**src/design/mia_pkg.sv**
```systemverilog
// shared constants for the adjugate matrix inverse block
package mia_pkg;

    localparam int ORDER_W       = 3;
    localparam int ORDER_RESET   = 3;
    localparam int N_MAX_DEF     = 4;
    localparam int ELEM_BITS_DEF = 16;
    localparam int OFRAC         = 16;
    localparam int VALUE_W       = 32;
    localparam int POS_W         = 2;

    localparam logic [VALUE_W-1:0] SAT_MAX = {1'b0, {(VALUE_W-1){1'b1}}};
    localparam logic [VALUE_W-1:0] SAT_MIN = {1'b1, {(VALUE_W-1){1'b0}}};

endpackage

```
**src/design/mia_channels.sv**
```systemverilog
// valid/ready channel interfaces for matrix elements and inverse entries
interface mia_in_if #(
    parameter int ELEM_BITS = mia_pkg::ELEM_BITS_DEF
);
    logic                        valid;
    logic                        ready;
    logic signed [ELEM_BITS-1:0] element;

    modport source (output valid, output element, input ready);
    modport sink   (input valid, input element, output ready);
endinterface

interface mia_out_if;
    logic                                 valid;
    logic                                 ready;
    logic signed [mia_pkg::VALUE_W-1:0]   value;
    logic        [mia_pkg::POS_W-1:0]     row;
    logic        [mia_pkg::POS_W-1:0]     col;
    logic                                 singular;
    logic                                 last;

    modport source (output valid, output value, output row, output col,
                    output singular, output last, input ready);
    modport sink   (input valid, input value, input row, input col,
                    input singular, input last, output ready);
endinterface

```
**src/design/matrix_inverse_adjugate.sv**
```systemverilog
// matrix inverse by adjugate: element store, cofactor sequencer and output register
//
// in_ch takes one signed Q8.8 element per transaction, row-major, n*n of them
// (n = order register, 0 acts as 1, above N_MAX acts as N_MAX). Writing the
// order register drops any partly loaded matrix. in_ch is ready only while
// loading; during computation it is held low.
// Every determinant is a sum over permutations of products of elements read
// from the element memory, one element per read and one shift-add per element
// bit. The determinant (the n x n minor) comes first; each inverse entry then
// needs one (n-1) x (n-1) minor plus one pass of the restoring divider, and
// the quotient is then moved to the output register.
// out_ch gives n*n Q16.16 entries with row, col and last, or a single
// transaction with singular set when the determinant is zero. When out_ch
// stalls the next finished entry waits and computation pauses; the held entry
// stays stable. Reset sets order to 3 and empties the load and output.
module matrix_inverse_adjugate #(
    parameter int N_MAX     = mia_pkg::N_MAX_DEF,
    parameter int ELEM_BITS = mia_pkg::ELEM_BITS_DEF
) (
    input  logic                          clk,
    input  logic                          rst_n,
    input  logic                          cfg_write,
    input  logic [mia_pkg::ORDER_W-1:0]   cfg_data,
    mia_in_if.sink                        in_ch,
    mia_out_if.source                     out_ch
);

    localparam int KW    = mia_pkg::ORDER_W;
    localparam int IW    = $clog2(N_MAX);
    localparam int DEPTH = N_MAX * N_MAX;
    localparam int AW    = $clog2(DEPTH);
    localparam int PW    = N_MAX * ELEM_BITS;
    localparam int SW    = PW + 3 * N_MAX + 1;
    localparam int BW    = $clog2(ELEM_BITS);
    localparam int SHIFT = mia_pkg::OFRAC + ELEM_BITS / 2;

    typedef enum logic [3:0] {
        S_LOAD,
        S_PERM,
        S_ISSUE,
        S_LATCH,
        S_MUL,
        S_MINOR_END,
        S_DIV,
        S_OUT
    } state_t;

    state_t                    state_reg;
    logic [KW-1:0]             order_reg;
    logic [IW-1:0]             ld_row_reg;
    logic [IW-1:0]             ld_col_reg;

    logic [KW-1:0]             k_reg;
    logic                      excl_reg;
    logic [IW-1:0]             er_reg;
    logic [IW-1:0]             ec_reg;
    logic                      det_phase_reg;
    logic [IW-1:0]             digit_reg [N_MAX];
    logic [N_MAX-1:0]          used_reg;
    logic [KW-1:0]             t_reg;
    logic [IW-1:0]             row_reg;
    logic signed [SW-1:0]      sum_reg;
    logic signed [SW-1:0]      det_reg;
    logic [PW-1:0]             prod_reg;
    logic [PW-1:0]             acc_reg;
    logic                      psign_reg;
    logic [ELEM_BITS-1:0]      mult_reg;
    logic [BW-1:0]             bit_reg;
    logic [IW-1:0]             oi_reg;
    logic [IW-1:0]             oj_reg;
    logic                      sing_pend_reg;
    logic                      div_start_reg;

    logic                                 out_valid_reg;
    logic signed [mia_pkg::VALUE_W-1:0]   out_value_reg;
    logic [mia_pkg::POS_W-1:0]            out_row_reg;
    logic [mia_pkg::POS_W-1:0]            out_col_reg;
    logic                                 out_singular_reg;
    logic                                 out_last_reg;

    logic signed [ELEM_BITS-1:0] mem [DEPTH];
    logic signed [ELEM_BITS-1:0] rdata_reg;

    logic [KW-1:0]             n_eff;
    logic                      in_fire;
    logic                      ld_last;
    logic [AW-1:0]             wr_addr;
    logic [AW-1:0]             rd_addr;
    logic [IW-1:0]             col_sel;
    logic [IW-1:0]             digit_next [N_MAX];
    logic                      perm_carry;
    logic                      parity_next;
    logic [IW-1:0]             row_adv;
    logic [IW-1:0]             cof_first_row;
    logic signed [SW-1:0]      sum_next;
    logic [PW-1:0]             acc_next;
    logic [ELEM_BITS-1:0]      elem_mag;
    logic signed [SW-1:0]      cof_val;
    logic [SW-1:0]             adj_mag;
    logic [SW-1:0]             det_mag;
    logic                      div_neg;
    logic                      div_done;
    logic [mia_pkg::VALUE_W-1:0] div_value;
    logic                      entry_last;
    logic [IW-1:0]             next_i;
    logic [IW-1:0]             next_j;

    always_comb
    begin
        if (order_reg == '0)
            n_eff = KW'(1);
        else if (order_reg > KW'(N_MAX))
            n_eff = KW'(N_MAX);
        else
            n_eff = order_reg;
    end

    assign in_fire = in_ch.valid && in_ch.ready;
    assign ld_last = (KW'(ld_row_reg) == n_eff - 1'b1) && (KW'(ld_col_reg) == n_eff - 1'b1);
    assign wr_addr = AW'(ld_row_reg) * AW'(N_MAX) + AW'(ld_col_reg);
    assign rd_addr = AW'(row_reg) * AW'(N_MAX) + AW'(col_sel);

    always_ff @(posedge clk)
    begin
        if (in_fire)
            mem[wr_addr] <= in_ch.element;
    end

    always_ff @(posedge clk)
    begin
        rdata_reg <= mem[rd_addr];
    end

    // pick the column of rank digit[t] among those still free
    always_comb
    begin
        logic [KW-1:0] rank;
        logic          found;
        logic          avail;
        col_sel = '0;
        rank    = '0;
        found   = 1'b0;
        for (int c = 0; c < N_MAX; c++)
        begin
            avail = (KW'(c) < n_eff) && !used_reg[c] && !(excl_reg && (ec_reg == IW'(c)));
            if (avail && !found)
            begin
                if (rank == KW'(digit_reg[t_reg[IW-1:0]]))
                begin
                    col_sel = IW'(c);
                    found   = 1'b1;
                end
                else
                    rank = rank + 1'b1;
            end
        end
    end

    // mixed-radix step through the permutation digits; parity gives the term sign
    always_comb
    begin
        logic [KW-1:0] radix;
        perm_carry  = 1'b1;
        parity_next = 1'b0;
        for (int p = N_MAX - 1; p >= 0; p--)
        begin
            digit_next[p] = digit_reg[p];
            radix = k_reg - KW'(p);
            if ((KW'(p) < k_reg) && perm_carry)
            begin
                if (KW'(digit_reg[p]) + KW'(1) == radix)
                    digit_next[p] = '0;
                else
                begin
                    digit_next[p] = digit_reg[p] + 1'b1;
                    perm_carry    = 1'b0;
                end
            end
            parity_next = parity_next ^ digit_next[p][0];
        end
    end

    always_comb
    begin
        row_adv = row_reg + 1'b1;
        if (excl_reg && (row_adv == er_reg))
            row_adv = row_reg + IW'(2);
    end

    assign cof_first_row = (next_j == '0) ? IW'(1) : '0;
    assign sum_next  = psign_reg ? (sum_reg - SW'(prod_reg)) : (sum_reg + SW'(prod_reg));
    assign acc_next  = {acc_reg[PW-2:0], 1'b0} + (mult_reg[ELEM_BITS-1] ? prod_reg : '0);
    assign elem_mag  = rdata_reg[ELEM_BITS-1] ? (~rdata_reg + 1'b1) : rdata_reg;
    assign cof_val   = (oi_reg[0] ^ oj_reg[0]) ? -sum_reg : sum_reg;
    assign adj_mag   = cof_val[SW-1] ? SW'(-cof_val) : SW'(cof_val);
    assign det_mag   = det_reg[SW-1] ? SW'(-det_reg) : SW'(det_reg);
    assign div_neg   = cof_val[SW-1] ^ det_reg[SW-1];
    assign entry_last = (KW'(oi_reg) == n_eff - 1'b1) && (KW'(oj_reg) == n_eff - 1'b1);

    always_comb
    begin
        if (KW'(oj_reg) == n_eff - 1'b1)
        begin
            next_i = oi_reg + 1'b1;
            next_j = '0;
        end
        else
        begin
            next_i = oi_reg;
            next_j = oj_reg + 1'b1;
        end
    end

    mia_divider #(
        .MAG_W (SW),
        .SHIFT (SHIFT)
    ) u_div (
        .clk     (clk),
        .rst_n   (rst_n),
        .start   (div_start_reg),
        .neg     (div_neg),
        .adj_mag (adj_mag),
        .det_mag (det_mag),
        .done    (div_done),
        .value   (div_value)
    );

    always_ff @(posedge clk or negedge rst_n)
    begin
        if (!rst_n)
        begin
            state_reg     <= S_LOAD;
            order_reg     <= KW'(mia_pkg::ORDER_RESET);
            ld_row_reg    <= '0;
            ld_col_reg    <= '0;
            out_valid_reg <= 1'b0;
            div_start_reg <= 1'b0;
            sing_pend_reg <= 1'b0;
        end
        else
        begin
            div_start_reg <= 1'b0;
            // in S_OUT the output register is refilled whenever it is free
            if (out_ch.ready && (state_reg != S_OUT))
                out_valid_reg <= 1'b0;

            case (state_reg)
                S_LOAD:
                begin
                    if (cfg_write)
                    begin
                        ld_row_reg <= '0;
                        ld_col_reg <= '0;
                    end
                    else if (in_fire)
                    begin
                        if (ld_last)
                        begin
                            ld_row_reg    <= '0;
                            ld_col_reg    <= '0;
                            k_reg         <= n_eff;
                            excl_reg      <= 1'b0;
                            er_reg        <= '0;
                            ec_reg        <= '0;
                            det_phase_reg <= 1'b1;
                            for (int d = 0; d < N_MAX; d++)
                                digit_reg[d] <= '0;
                            used_reg      <= '0;
                            t_reg         <= '0;
                            row_reg       <= '0;
                            sum_reg       <= '0;
                            prod_reg      <= PW'(1);
                            psign_reg     <= 1'b0;
                            state_reg     <= S_PERM;
                        end
                        else if (KW'(ld_col_reg) == n_eff - 1'b1)
                        begin
                            ld_col_reg <= '0;
                            ld_row_reg <= ld_row_reg + 1'b1;
                        end
                        else
                            ld_col_reg <= ld_col_reg + 1'b1;
                    end
                end

                S_PERM:
                begin
                    if (t_reg == k_reg)
                    begin
                        sum_reg   <= sum_next;
                        digit_reg <= digit_next;
                        if (perm_carry)
                            state_reg <= S_MINOR_END;
                        else
                        begin
                            t_reg     <= '0;
                            used_reg  <= '0;
                            row_reg   <= (excl_reg && (er_reg == '0)) ? IW'(1) : '0;
                            prod_reg  <= PW'(1);
                            psign_reg <= parity_next;
                        end
                    end
                    else
                        state_reg <= S_ISSUE;
                end

                S_ISSUE:
                begin
                    used_reg[col_sel] <= 1'b1;
                    state_reg         <= S_LATCH;
                end

                S_LATCH:
                begin
                    mult_reg  <= elem_mag;
                    psign_reg <= psign_reg ^ rdata_reg[ELEM_BITS-1];
                    acc_reg   <= '0;
                    bit_reg   <= '0;
                    state_reg <= S_MUL;
                end

                S_MUL:
                begin
                    acc_reg  <= acc_next;
                    mult_reg <= {mult_reg[ELEM_BITS-2:0], 1'b0};
                    bit_reg  <= bit_reg + 1'b1;
                    if (bit_reg == BW'(ELEM_BITS - 1))
                    begin
                        prod_reg  <= acc_next;
                        t_reg     <= t_reg + 1'b1;
                        row_reg   <= row_adv;
                        state_reg <= S_PERM;
                    end
                end

                S_MINOR_END:
                begin
                    if (det_phase_reg)
                    begin
                        det_reg <= sum_reg;
                        if (sum_reg == '0)
                        begin
                            sing_pend_reg <= 1'b1;
                            state_reg     <= S_OUT;
                        end
                        else
                        begin
                            det_phase_reg <= 1'b0;
                            oi_reg        <= '0;
                            oj_reg        <= '0;
                            k_reg         <= n_eff - 1'b1;
                            excl_reg      <= 1'b1;
                            er_reg        <= '0;
                            ec_reg        <= '0;
                            for (int d = 0; d < N_MAX; d++)
                                digit_reg[d] <= '0;
                            used_reg      <= '0;
                            t_reg         <= '0;
                            row_reg       <= IW'(1);
                            sum_reg       <= '0;
                            prod_reg      <= PW'(1);
                            psign_reg     <= 1'b0;
                            state_reg     <= S_PERM;
                        end
                    end
                    else
                    begin
                        div_start_reg <= 1'b1;
                        state_reg     <= S_DIV;
                    end
                end

                S_DIV:
                begin
                    if (div_done)
                        state_reg <= S_OUT;
                end

                S_OUT:
                begin
                    if (!out_valid_reg || out_ch.ready)
                    begin
                        out_valid_reg <= 1'b1;
                        if (sing_pend_reg)
                        begin
                            out_value_reg    <= '0;
                            out_row_reg      <= '0;
                            out_col_reg      <= '0;
                            out_singular_reg <= 1'b1;
                            out_last_reg     <= 1'b1;
                            sing_pend_reg    <= 1'b0;
                            state_reg        <= S_LOAD;
                        end
                        else
                        begin
                            out_value_reg    <= div_value;
                            out_row_reg      <= mia_pkg::POS_W'(oi_reg);
                            out_col_reg      <= mia_pkg::POS_W'(oj_reg);
                            out_singular_reg <= 1'b0;
                            out_last_reg     <= entry_last;
                            if (entry_last)
                                state_reg <= S_LOAD;
                            else
                            begin
                                // adjugate (i,j) is the cofactor of row j, column i
                                oi_reg    <= next_i;
                                oj_reg    <= next_j;
                                er_reg    <= next_j;
                                ec_reg    <= next_i;
                                for (int d = 0; d < N_MAX; d++)
                                    digit_reg[d] <= '0;
                                used_reg  <= '0;
                                t_reg     <= '0;
                                row_reg   <= cof_first_row;
                                sum_reg   <= '0;
                                prod_reg  <= PW'(1);
                                psign_reg <= 1'b0;
                                state_reg <= S_PERM;
                            end
                        end
                    end
                end

                default:
                    state_reg <= S_LOAD;
            endcase

            // load counters are already clear outside S_LOAD
            if (cfg_write)
                order_reg <= cfg_data;
        end
    end

    assign in_ch.ready     = (state_reg == S_LOAD);
    assign out_ch.valid    = out_valid_reg;
    assign out_ch.value    = out_value_reg;
    assign out_ch.row      = out_row_reg;
    assign out_ch.col      = out_col_reg;
    assign out_ch.singular = out_singular_reg;
    assign out_ch.last     = out_last_reg;

endmodule

```
**src/design/mia_divider.sv**
```systemverilog
// restoring divider: rounded, saturated adj * 2^SHIFT / det
module mia_divider #(
    parameter int MAG_W = 80,
    parameter int SHIFT = 24
) (
    input  logic                                clk,
    input  logic                                rst_n,
    input  logic                                start,
    input  logic                                neg,
    input  logic [MAG_W-1:0]                    adj_mag,
    input  logic [MAG_W-1:0]                    det_mag,
    output logic                                done,
    output logic [mia_pkg::VALUE_W-1:0]         value
);

    localparam int NW = MAG_W + SHIFT + 2;
    localparam int CW = $clog2(NW + 1);
    localparam int VW = mia_pkg::VALUE_W;

    logic [NW-1:0]    num_reg;
    logic [MAG_W:0]   den_reg;
    logic [MAG_W+1:0] rem_reg;
    logic [VW:0]      q_reg;
    logic             high_reg;
    logic             neg_reg;
    logic [CW-1:0]    cnt_reg;
    logic             busy_reg;
    logic             done_reg;

    logic [MAG_W+1:0] rem_shift;
    logic [MAG_W+1:0] den_ext;
    logic             q_bit;
    logic [MAG_W+1:0] rem_next;
    logic             over;

    always_comb
    begin
        rem_shift = {rem_reg[MAG_W:0], num_reg[NW-1]};
        den_ext   = {1'b0, den_reg};
        q_bit     = (rem_shift >= den_ext);
        rem_next  = q_bit ? (rem_shift - den_ext) : rem_shift;
    end

    always_ff @(posedge clk or negedge rst_n)
    begin
        if (!rst_n)
        begin
            busy_reg <= 1'b0;
            done_reg <= 1'b0;
            cnt_reg  <= '0;
        end
        else
        begin
            done_reg <= 1'b0;
            if (start)
            begin
                // numerator carries half the divisor so truncation rounds to nearest
                num_reg  <= {1'b0, adj_mag, {(SHIFT + 1){1'b0}}} + NW'(det_mag);
                den_reg  <= {det_mag, 1'b0};
                rem_reg  <= '0;
                q_reg    <= '0;
                high_reg <= 1'b0;
                neg_reg  <= neg;
                cnt_reg  <= CW'(NW);
                busy_reg <= 1'b1;
            end
            else if (busy_reg)
            begin
                rem_reg  <= rem_next;
                q_reg    <= {q_reg[VW-1:0], q_bit};
                high_reg <= high_reg | q_reg[VW];
                num_reg  <= {num_reg[NW-2:0], 1'b0};
                cnt_reg  <= cnt_reg - 1'b1;
                if (cnt_reg == CW'(1))
                begin
                    busy_reg <= 1'b0;
                    done_reg <= 1'b1;
                end
            end
        end
    end

    always_comb
    begin
        over = high_reg | q_reg[VW];
        if (neg_reg)
        begin
            if (over || (q_reg[VW-1:0] > mia_pkg::SAT_MIN))
                value = mia_pkg::SAT_MIN;
            else
                value = ~q_reg[VW-1:0] + 1'b1;
        end
        else
        begin
            if (over || q_reg[VW-1])
                value = mia_pkg::SAT_MAX;
            else
                value = q_reg[VW-1:0];
        end
    end

    assign done = done_reg;

endmodule

```
**src/flat_wrapper.sv**
```systemverilog
// flat-port wrapper written by rule: the top's interface ports become plain ports
module matrix_inverse_adjugate_flat 
#(
    parameter int N_MAX     = mia_pkg::N_MAX_DEF,
    parameter int ELEM_BITS = mia_pkg::ELEM_BITS_DEF
)
  (clk, rst_n, cfg_write, cfg_data, in_ch_valid, in_ch_element, in_ch_ready, out_ch_valid, out_ch_value, out_ch_row, out_ch_col, out_ch_singular, out_ch_last, out_ch_ready);
  mia_in_if #(.ELEM_BITS(ELEM_BITS)) in_ch_i ();
  mia_out_if out_ch_i ();
  input  logic clk;
  input  logic rst_n;
  input  logic cfg_write;
  input  logic [mia_pkg::ORDER_W-1:0] cfg_data;
  input wire logic [$bits(in_ch_i.valid)-1:0] in_ch_valid;
  input wire logic [$bits(in_ch_i.element)-1:0] in_ch_element;
  output wire logic [$bits(in_ch_i.ready)-1:0] in_ch_ready;
  output wire logic [$bits(out_ch_i.valid)-1:0] out_ch_valid;
  output wire logic [$bits(out_ch_i.value)-1:0] out_ch_value;
  output wire logic [$bits(out_ch_i.row)-1:0] out_ch_row;
  output wire logic [$bits(out_ch_i.col)-1:0] out_ch_col;
  output wire logic [$bits(out_ch_i.singular)-1:0] out_ch_singular;
  output wire logic [$bits(out_ch_i.last)-1:0] out_ch_last;
  input wire logic [$bits(out_ch_i.ready)-1:0] out_ch_ready;
  assign in_ch_i.valid = in_ch_valid;
  assign in_ch_i.element = in_ch_element;
  assign in_ch_ready = in_ch_i.ready;
  assign out_ch_valid = out_ch_i.valid;
  assign out_ch_value = out_ch_i.value;
  assign out_ch_row = out_ch_i.row;
  assign out_ch_col = out_ch_i.col;
  assign out_ch_singular = out_ch_i.singular;
  assign out_ch_last = out_ch_i.last;
  assign out_ch_i.ready = out_ch_ready;
  matrix_inverse_adjugate #(.N_MAX(N_MAX), .ELEM_BITS(ELEM_BITS)) u_core (.clk(clk), .rst_n(rst_n), .cfg_write(cfg_write), .cfg_data(cfg_data), .in_ch(in_ch_i), .out_ch(out_ch_i));
endmodule
```
**config.mk**
```make
export PLATFORM = sky130hd
export DESIGN_NAME = matrix_inverse_adjugate_flat
export DESIGN_NICKNAME = d
export VERILOG_FILES = /design/src/design/mia_pkg.sv /design/src/design/mia_channels.sv /design/src/design/matrix_inverse_adjugate.sv /design/src/design/mia_divider.sv /design/src/flat_wrapper.sv
export SDC_FILE = /design/constraint.sdc
export NUM_CORES = 2
export LEC_CHECK = 0
export BUFFER_PORTS_ARGS = -buffer_cell sky130_fd_sc_hd__buf_2
export CAP_MARGIN = 0
export CORE_UTILIZATION = 55
export DETAILED_ROUTE_END_ITERATION = 8
export PLACE_DENSITY = 0.81
export SYNTH_ARGS = -nofsm -noshare
export SYNTH_HDL_FRONTEND = slang
export SYNTH_SLANG_ARGS = --single-unit
```
**constraint.sdc**
```tcl
create_clock -name clk -period 7.09 [get_ports clk]
set_clock_uncertainty 0.2 [all_clocks]
set_input_delay 0.3545 -clock clk [delete_from_list [all_inputs] [get_ports clk]]
set_output_delay 0.3545 -clock clk [all_outputs]
set_load 0.05 [all_outputs]
```
# Word level (Yosys, flattened, before mapping)
# Memories as Yosys holds them, arrays and structs flattened. A register that Yosys moved wholly into a read port is not among the register bits.
# Index checks and enable logic that the tools add are counted.
[word_totals]
input_bits = 24
ff_bits = 687
out_inout_bits = 40
mem_bits_rw = 256
elab_cells = 440
memories = 1
[mem_list]
columns = ["memory", "words", "width", "rd", "rd_ports_with_merged_regs", "wr", "line_no", "rtl"]
rows = [
  ["u_core.mem", 16, 16, 1, 1, 1, "matrix_inverse_adjugate.sv:81", "logic signed [ELEM_BITS-1:0] mem [DEPTH];"],
]
[op_classes]
reduce_logical = 79
addsub = 35
eq_ne = 44
mux = 210
n_bitwise = 11
order_cmp = 14
[ops]
columns = ["op", "n"]
rows = [
  ["$mux W77", 13],
  ["$mux W64", 12],
  ["$pmux W64 S5", 1],
  ["$pmux W77 S4", 1],
  ["$neg A77 Y77", 3],
  ["$mux W103", 2],
  ["$mux W79", 2],
  ["$pmux W63 S2", 1],
  ["$add A102 B77 Y103", 1],
  ["$mux W32", 3],
  ["$mux W2", 45],
  ["$ge A79 B78 Y1", 1],
  ["$sub A79 B78 Y79", 1],
  ["$add A77 B64 Y77", 1],
  ["$logic_not A77 Y1", 1],
  ["$sub A77 B64 Y77", 1],
  ["$mux W4", 19],
  ["$mux W3", 25],
  ["$mux W8", 9],
  ["$reduce_and A12 Y1", 6],
  ["$add A64 B64 Y64", 1],
  ["$mux W1", 55],
  ["$mux W33", 1],
  ["$add A32 B1 Y32 const B", 1],
  ["other kinds (72)", 187],
]

# Logic depth before layout (Yosys ltp)
[logic_depth]
word_depth = 22
mapped_depth = 30
mapped_depth_nobuf = 26

# Cells and area by module
# Synthesis repeated with hierarchy kept, for this count alone.
[unflattened]
cells_unflattened = 6555
hier_area_um2 = 64182.8
[modules_own_cells]
columns = ["mod", "seq_area_each_um2", "cells_each", "n_inst", "area_each_um2"]
rows = [
  ["matrix_inverse_adjugate", 19446.2, 4118, 1, 41587.4],
  ["mia_divider", 9023.7, 2437, 1, 22595.4],
]

# Worst setup path after synthesis
# Ideal clock, no wire load.
[synth_path]
path_kind = "reg2reg"
startpoint = "register u_core.sum_reg[1]"
endpoint = "register u_core.u_div.num_reg[101], data pin"
setup_time_ns = 0.152
path_slack_ns = -0.724
t_arrival_ns = 7.462
stages_incl_launch_ff = 29
t_required_ns = 6.738
path_buffers = 4
synth_period_minus_slack_ns = 7.814
cell_sequence = "edfxtp_1 -> inv_1 -> ha_1 -> nor4b_2 -> nand4_2 -> nor4_4 -> buf_6 -> a31oi_1 -> xnor2_1 -> clkbuf_1 -> clkbuf_1 -> buf_1 -> nor2_1 -> xnor2_1 -> fa_1 -> a211o_1 -> o211ai_1 -> a221oi_1 -> a211oi_1 -> o31ai_1 -> a31o_2 -> o31a_1 -> o211ai_1 -> o21ai_0 -> a31oi_1 -> nor4b_4 -> nand3_2 -> or3_1 -> a31oi_1"
[synth_between]
elab_chain_len = 6
[synth_lines]
columns = ["item", "line_no", "rtl"]
rows = [
  ["from (decl)", "matrix_inverse_adjugate.sv:62", "logic signed [SW-1:0] sum_reg;"],
  ["from (signal assigned)", "matrix_inverse_adjugate.sv:290", "sum_reg <= sum_next;"],
  ["$neg A77 Y77", "matrix_inverse_adjugate.sv:194", "assign cof_val = (oi_reg[0] ^ oj_reg[0]) ? -sum_reg : sum_reg;"],
  ["$mux W77 *", "matrix_inverse_adjugate.sv:194", ""],
  ["$neg A77 Y77", "matrix_inverse_adjugate.sv:195", "assign adj_mag = cof_val[SW-1] ? SW'(-cof_val) : SW'(cof_val);"],
  ["$mux W77 *", "matrix_inverse_adjugate.sv:195", ""],
  ["$add A102 B77 Y103 *", "mia_divider.sv:58", "num_reg <= {1'b0, adj_mag, {(SHIFT + 1){1'b0}}} + NW'(det_mag);"],
  ["$mux W103 *", "mia_divider.sv:55", "if (start)"],
  ["to (signal assigned)", "mia_divider.sv:58", ""],
  ["to (signal assigned)", "mia_divider.sv:72", "num_reg <= {num_reg[NW-2:0], 1'b0};"],
  ["to (decl)", "mia_divider.sv:20", "logic [NW-1:0] num_reg;"],
]
# Every way passes the cells marked *; elsewhere a longest branch is shown, timed or not.
# A chain may end at the register's enable or synchronous reset.

# Final worst setup path
[layout_path]
startpoint = "register u_core.det_reg[31]"
endpoint = "register u_core.u_div.num_reg[90], data pin"
[layout_between]
elab_chain_len = 4
[layout_lines]
columns = ["item", "line_no", "rtl"]
rows = [
  ["from (decl)", "matrix_inverse_adjugate.sv:63", "logic signed [SW-1:0] det_reg;"],
  ["from (signal assigned)", "matrix_inverse_adjugate.sv:340", "det_reg <= sum_reg;"],
  ["$neg A77 Y77", "matrix_inverse_adjugate.sv:196", "assign det_mag = det_reg[SW-1] ? SW'(-det_reg) : SW'(det_reg);"],
  ["$mux W77", "matrix_inverse_adjugate.sv:196", ""],
  ["named net u_core.det_mag[69]", "matrix_inverse_adjugate.sv:100", "logic [SW-1:0] det_mag;"],
  ["$add A102 B77 Y103", "mia_divider.sv:58", ""],
  ["$mux W103", "mia_divider.sv:55", ""],
]
# The timed path passes the listed nets, and every way through them passes these cells.

==> run summary <==
The count of distinct cell types in the synthesized netlist was 104; the placed standard-cell area was 0.0641 sq mm. The checks that failed: negative setup slack. For the via count of the first global-routing pass, the log shows 45,700. During I/O placement, the number of pins put on the boundary was 64. The average instance in the mapped netlist occupies 10.2 sq um.

The overall power consumption is 34.3 mW. The later pin in the worst-skew pair is clocked with a latency of 0.72 ns. The flow ran to the end, but the final reports show violations.

The worst path in the final design needs a cycle of 7.35 ns, including I/O delays and setup. For the clock tree buffer depth, the log shows 3. Buffers inserted during clock tree synthesis total 103. After synthesis, the cell types taking the most area are edfxtp_1 (45%), ha_1 (6.1%), xnor2_1 (6.0%), nor2_1 (3.6%), a21oi_1 (3.3%).

The maximum clock frequency is 0.136 GHz. After synthesis the netlist holds a flip-flop and latch count of 957. The residual antenna-violating net count after detailed routing came out at 0. Leaving out fill and tap cells, the most frequent cells in the layout are edfxtp_1 (919), nor2_1 (585), nand2_1 (445), xnor2_1 (411), a21oi_1 (398). The run gives 105 as the maximum number of pins on one net before global-route repair. Initial cell density of the core: 0.557.

The category of the most critical setup path is reg2reg. Compared with the post-synthesis result, the final layout area differs by 12.3%. The number of warnings printed during yosys synthesis came out at 0. The synthesized design spends more area on one cell type than any other, namely edfxtp_1. The startpoint kind of the worst setup timing path was a register. The final-report hold violation count was 0. For this block, the initial DRC count from the detailed router was 5,007. The floorplan step defined a core boundary enclosing 0.109 sq mm. The run gives 3 as the H-tree depth reported by CTS. The startpoint identified for the worst hold timing path is out_ch_ready. The run gives 7 as the first-pass detailed-route iteration total. Power density over cell area: 501 mW/mm^2. In this design, the stage delay of the slowest critical-path cell is 0.57 ns. The async set-or-reset flop fraction in the synthesized netlist works out to 0.0230. Clock root buffer: clkbuf_16. STA puts the critical path data arrival time at 7.60 ns.

The total overflow left after global routing is 0. The tools report the overall track demand over capacity in global routing as 0.264. The tools report the internal power summed over all cells as 19.6 mW. The cell count after placement was 7,492; the flip-flop count of the largest register, all copies and words added was 256. Required time of the worst setup path: 7.34 ns. For this design, the slowest cell found on the critical path is or4_4.

For the row count, the log shows 121. The run gives 0.467 as the share of synthesized area occupied by flip-flops and latches. Actual transition at the worst max-transition pin: 1.23 ns. The most common cell type on the critical path is or3_4.

Walking the worst path, the cells encountered are or4_4, or3_4, or3_4, or2_4, or4_4, or3_4, or3_4, or3_4, or3_4, or4_4, o21ai_4, xnor2_2, ha_1, a21o_1, a21o_1, a21o_1, or3_1, o211ai_1, o21ai_2, and4b_2, nor2b_4, xnor2_1, a21oi_1. The mapped cell area is 0.0610 sq mm. The startpoint identified for the worst register-to-register timing path is u_core.det_reg[31]. The number of enable-type register cells in the synthesized netlist was 919; the number of nets in the synthesized netlist was 6,319.

The cell count after synthesis came out at 5,992. The share of the synthesized area in the top cell type came out at 0.452. For the final wirelength, the log shows 152 mm. The share of total power in combinational logic was 0.566; the net switching power was 14.7 mW. Final sum of negative setup slack: -4.82 ns. After detailed routing, the number of vias per cell comes to 6.17. Vias after detailed routing: 47,700.

The critical path starts at u_core.det_reg[31]. The finished cells cover 0.0685 sq mm. The critical path endpoint category is a register. After the last flow step, the layout net total stands at 6,493. The primary flip-flop cell chosen by synthesis mapping is edfxtp_1. The floorplan die width came out at 335 um. In this run the worst hold path is classified as in2reg. For this design the static power due to leakage is 26.2 nW.

The tools report the worst path setup slack after routing as -0.264 ns. The tool flagged a number of max-cap violations equal to 0. The die covers 0.112 sq mm. The first global-routing pass estimated 241 mm of wire.

Clock-pin slew was measured on the worst setup and hold paths at 0.06 ns. The power share of the sequential group is 0.267, and the count of input and output buffers is 63. The count of non-filler cells in the finished layout was 7,731; the share of cells above drive strength 1 was 0.114. The tools report the final RePlAce weighted congestion as 0.991. The tools report the max-slew headroom at the worst pin as 0.183. Summed over all nets, the half-perimeter wirelength after detailed placement is 105 mm. The power share of the clock group came out at 0.168. Setup repair after global routing could not meet its margin everywhere. The final core area utilization was 0.626.

The library cell used most frequently in the layout, excluding fill and tap cells, is edfxtp_1. The initial antenna violation count came out at 1. Setup violations remaining at the end of the flow were counted as 26.

The number of max-slew violations in the final report is 0, and the remaining design rule violation count is 0. After detailed routing, the average wire length per cell comes to 19.6 um. The switching power share of the total works out to 0.427. Across the VDD grid, the largest voltage drop is 0.321 mV. The die height is 335 um. TritonCTS built the clock tree. The period utilization was 1.04. In this run the worst path has a maximum fanout of 7. For the number of sinks on the clock net, the log shows 957.
power groups by stage:
stage,Sequential (mW),Clock (mW),Combinational [mW]
finish,9.14,5.75,19.4
global route,9.28,6.02,21.3
CTS,9.11,5.81,19.1
detailed placement,9.20,0,18.8
global placement,9.15,0,18.3
floorplan,8.96,0,14.2
synthesized netlist by cell type, drive strengths merged, types with 86 or more instances:
| cell type | number |
|---|---|
| inv | 196 |
| a211oi | 102 |
| and2 | 103 |
| edfxtp | 919 |
| xnor2 | 420 |
| o21ai | 308 |
| nor3 | 112 |
| nand3 | 138 |
| clkbuf | 227 |
| xor2 | 181 |
| a31oi | 86 |
| nor2 | 590 |
| a21o | 222 |
| ha | 299 |
| a21oi | 402 |
| mux2i | 93 |
| nand2 | 448 |
per-stage QoR:
stage,hold slack [ns],worst slack (ns)
5_1_grt,0.314,-0.439
6_report,0.286,-0.264
3_3_place_gp,0.295,-0.330
2_1_floorplan,-0.141,0.0183
3_5_place_dp,0.302,-0.467
4_1_cts,0.271,-0.144
final timing paths:
path | endpoint | slack [ns] | cells past startpoint
worst max-delay path | u_core.u_div.num_reg[90] | -0.26 | 23
worst min-delay path | u_core.out_ch.valid | 0.29 | 4
worst max register to register | u_core.u_div.num_reg[90] | -0.26 | 23
worst min register to register | u_core.u_div.num_reg[45] | 0.32 | 1
max in group asynchronous | u_core.u_div.busy_reg | 5.71 | 3
min in group asynchronous | u_core.div_start_reg | 0.40 | 3
kinds of logic after synthesis:
kind of cell,synth area share
AO/OA/AOI/OAI,0.169
adder cells (fa/ha/maj),0.0626
buffers and inverters,0.0298
AND/OR/NAND/NOR,0.157
flip-flops,0.467
XOR/XNOR,0.0863
multiplexers,0.0295
final cells by class:
class	count	area, sq um
Multi-Input combinational cell	4560	31200
Sequential cell	957	28500
Antenna cell	1	2.50
Timing Repair Buffer	346	2590
Tap cell	1476	1850
Fill cell	8386	40900
Clock buffer	135	2860
Clock inverter	58	848
Inverter	198	743
routing by layer:
| layer | global-route usage | vias up | routed length (um) |
|---|---|---|---|
| li1 | - | 22700 | - |
| met1 | 0.352 | 22600 | 63800 |
| met2 | 0.442 | 1996 | 71800 |
| met3 | 0.0319 | 370 | 10600 |
| met4 | 0.0975 | 0 | 5450 |
| met5 | 0 | - | 0 |
worst max-delay path: cells and delay by family (launching register included):
| family | cells | cell delay (ns) |
|---|---|---|
| AND/OR/NAND/NOR | 13 | 4.66 |
| AO/OA/AOI/OAI | 7 | 1.23 |
| flip-flops | 1 | 0.41 |
| adder cells (fa/ha/maj) | 1 | 0.35 |
| XOR/XNOR | 2 | 0.22 |
what timing repair did:
item                                   CTS  global route
gates cloned                             0             0
setup endpoints to repair               25            30
pin swaps                               20            28
hold buffers                            29             0
buffers inserted                        14             4
gates resized for setup                 29            32
endpoints found under the hold margin  324             0
No activity file was read; power rests on OpenSTA's default activity.
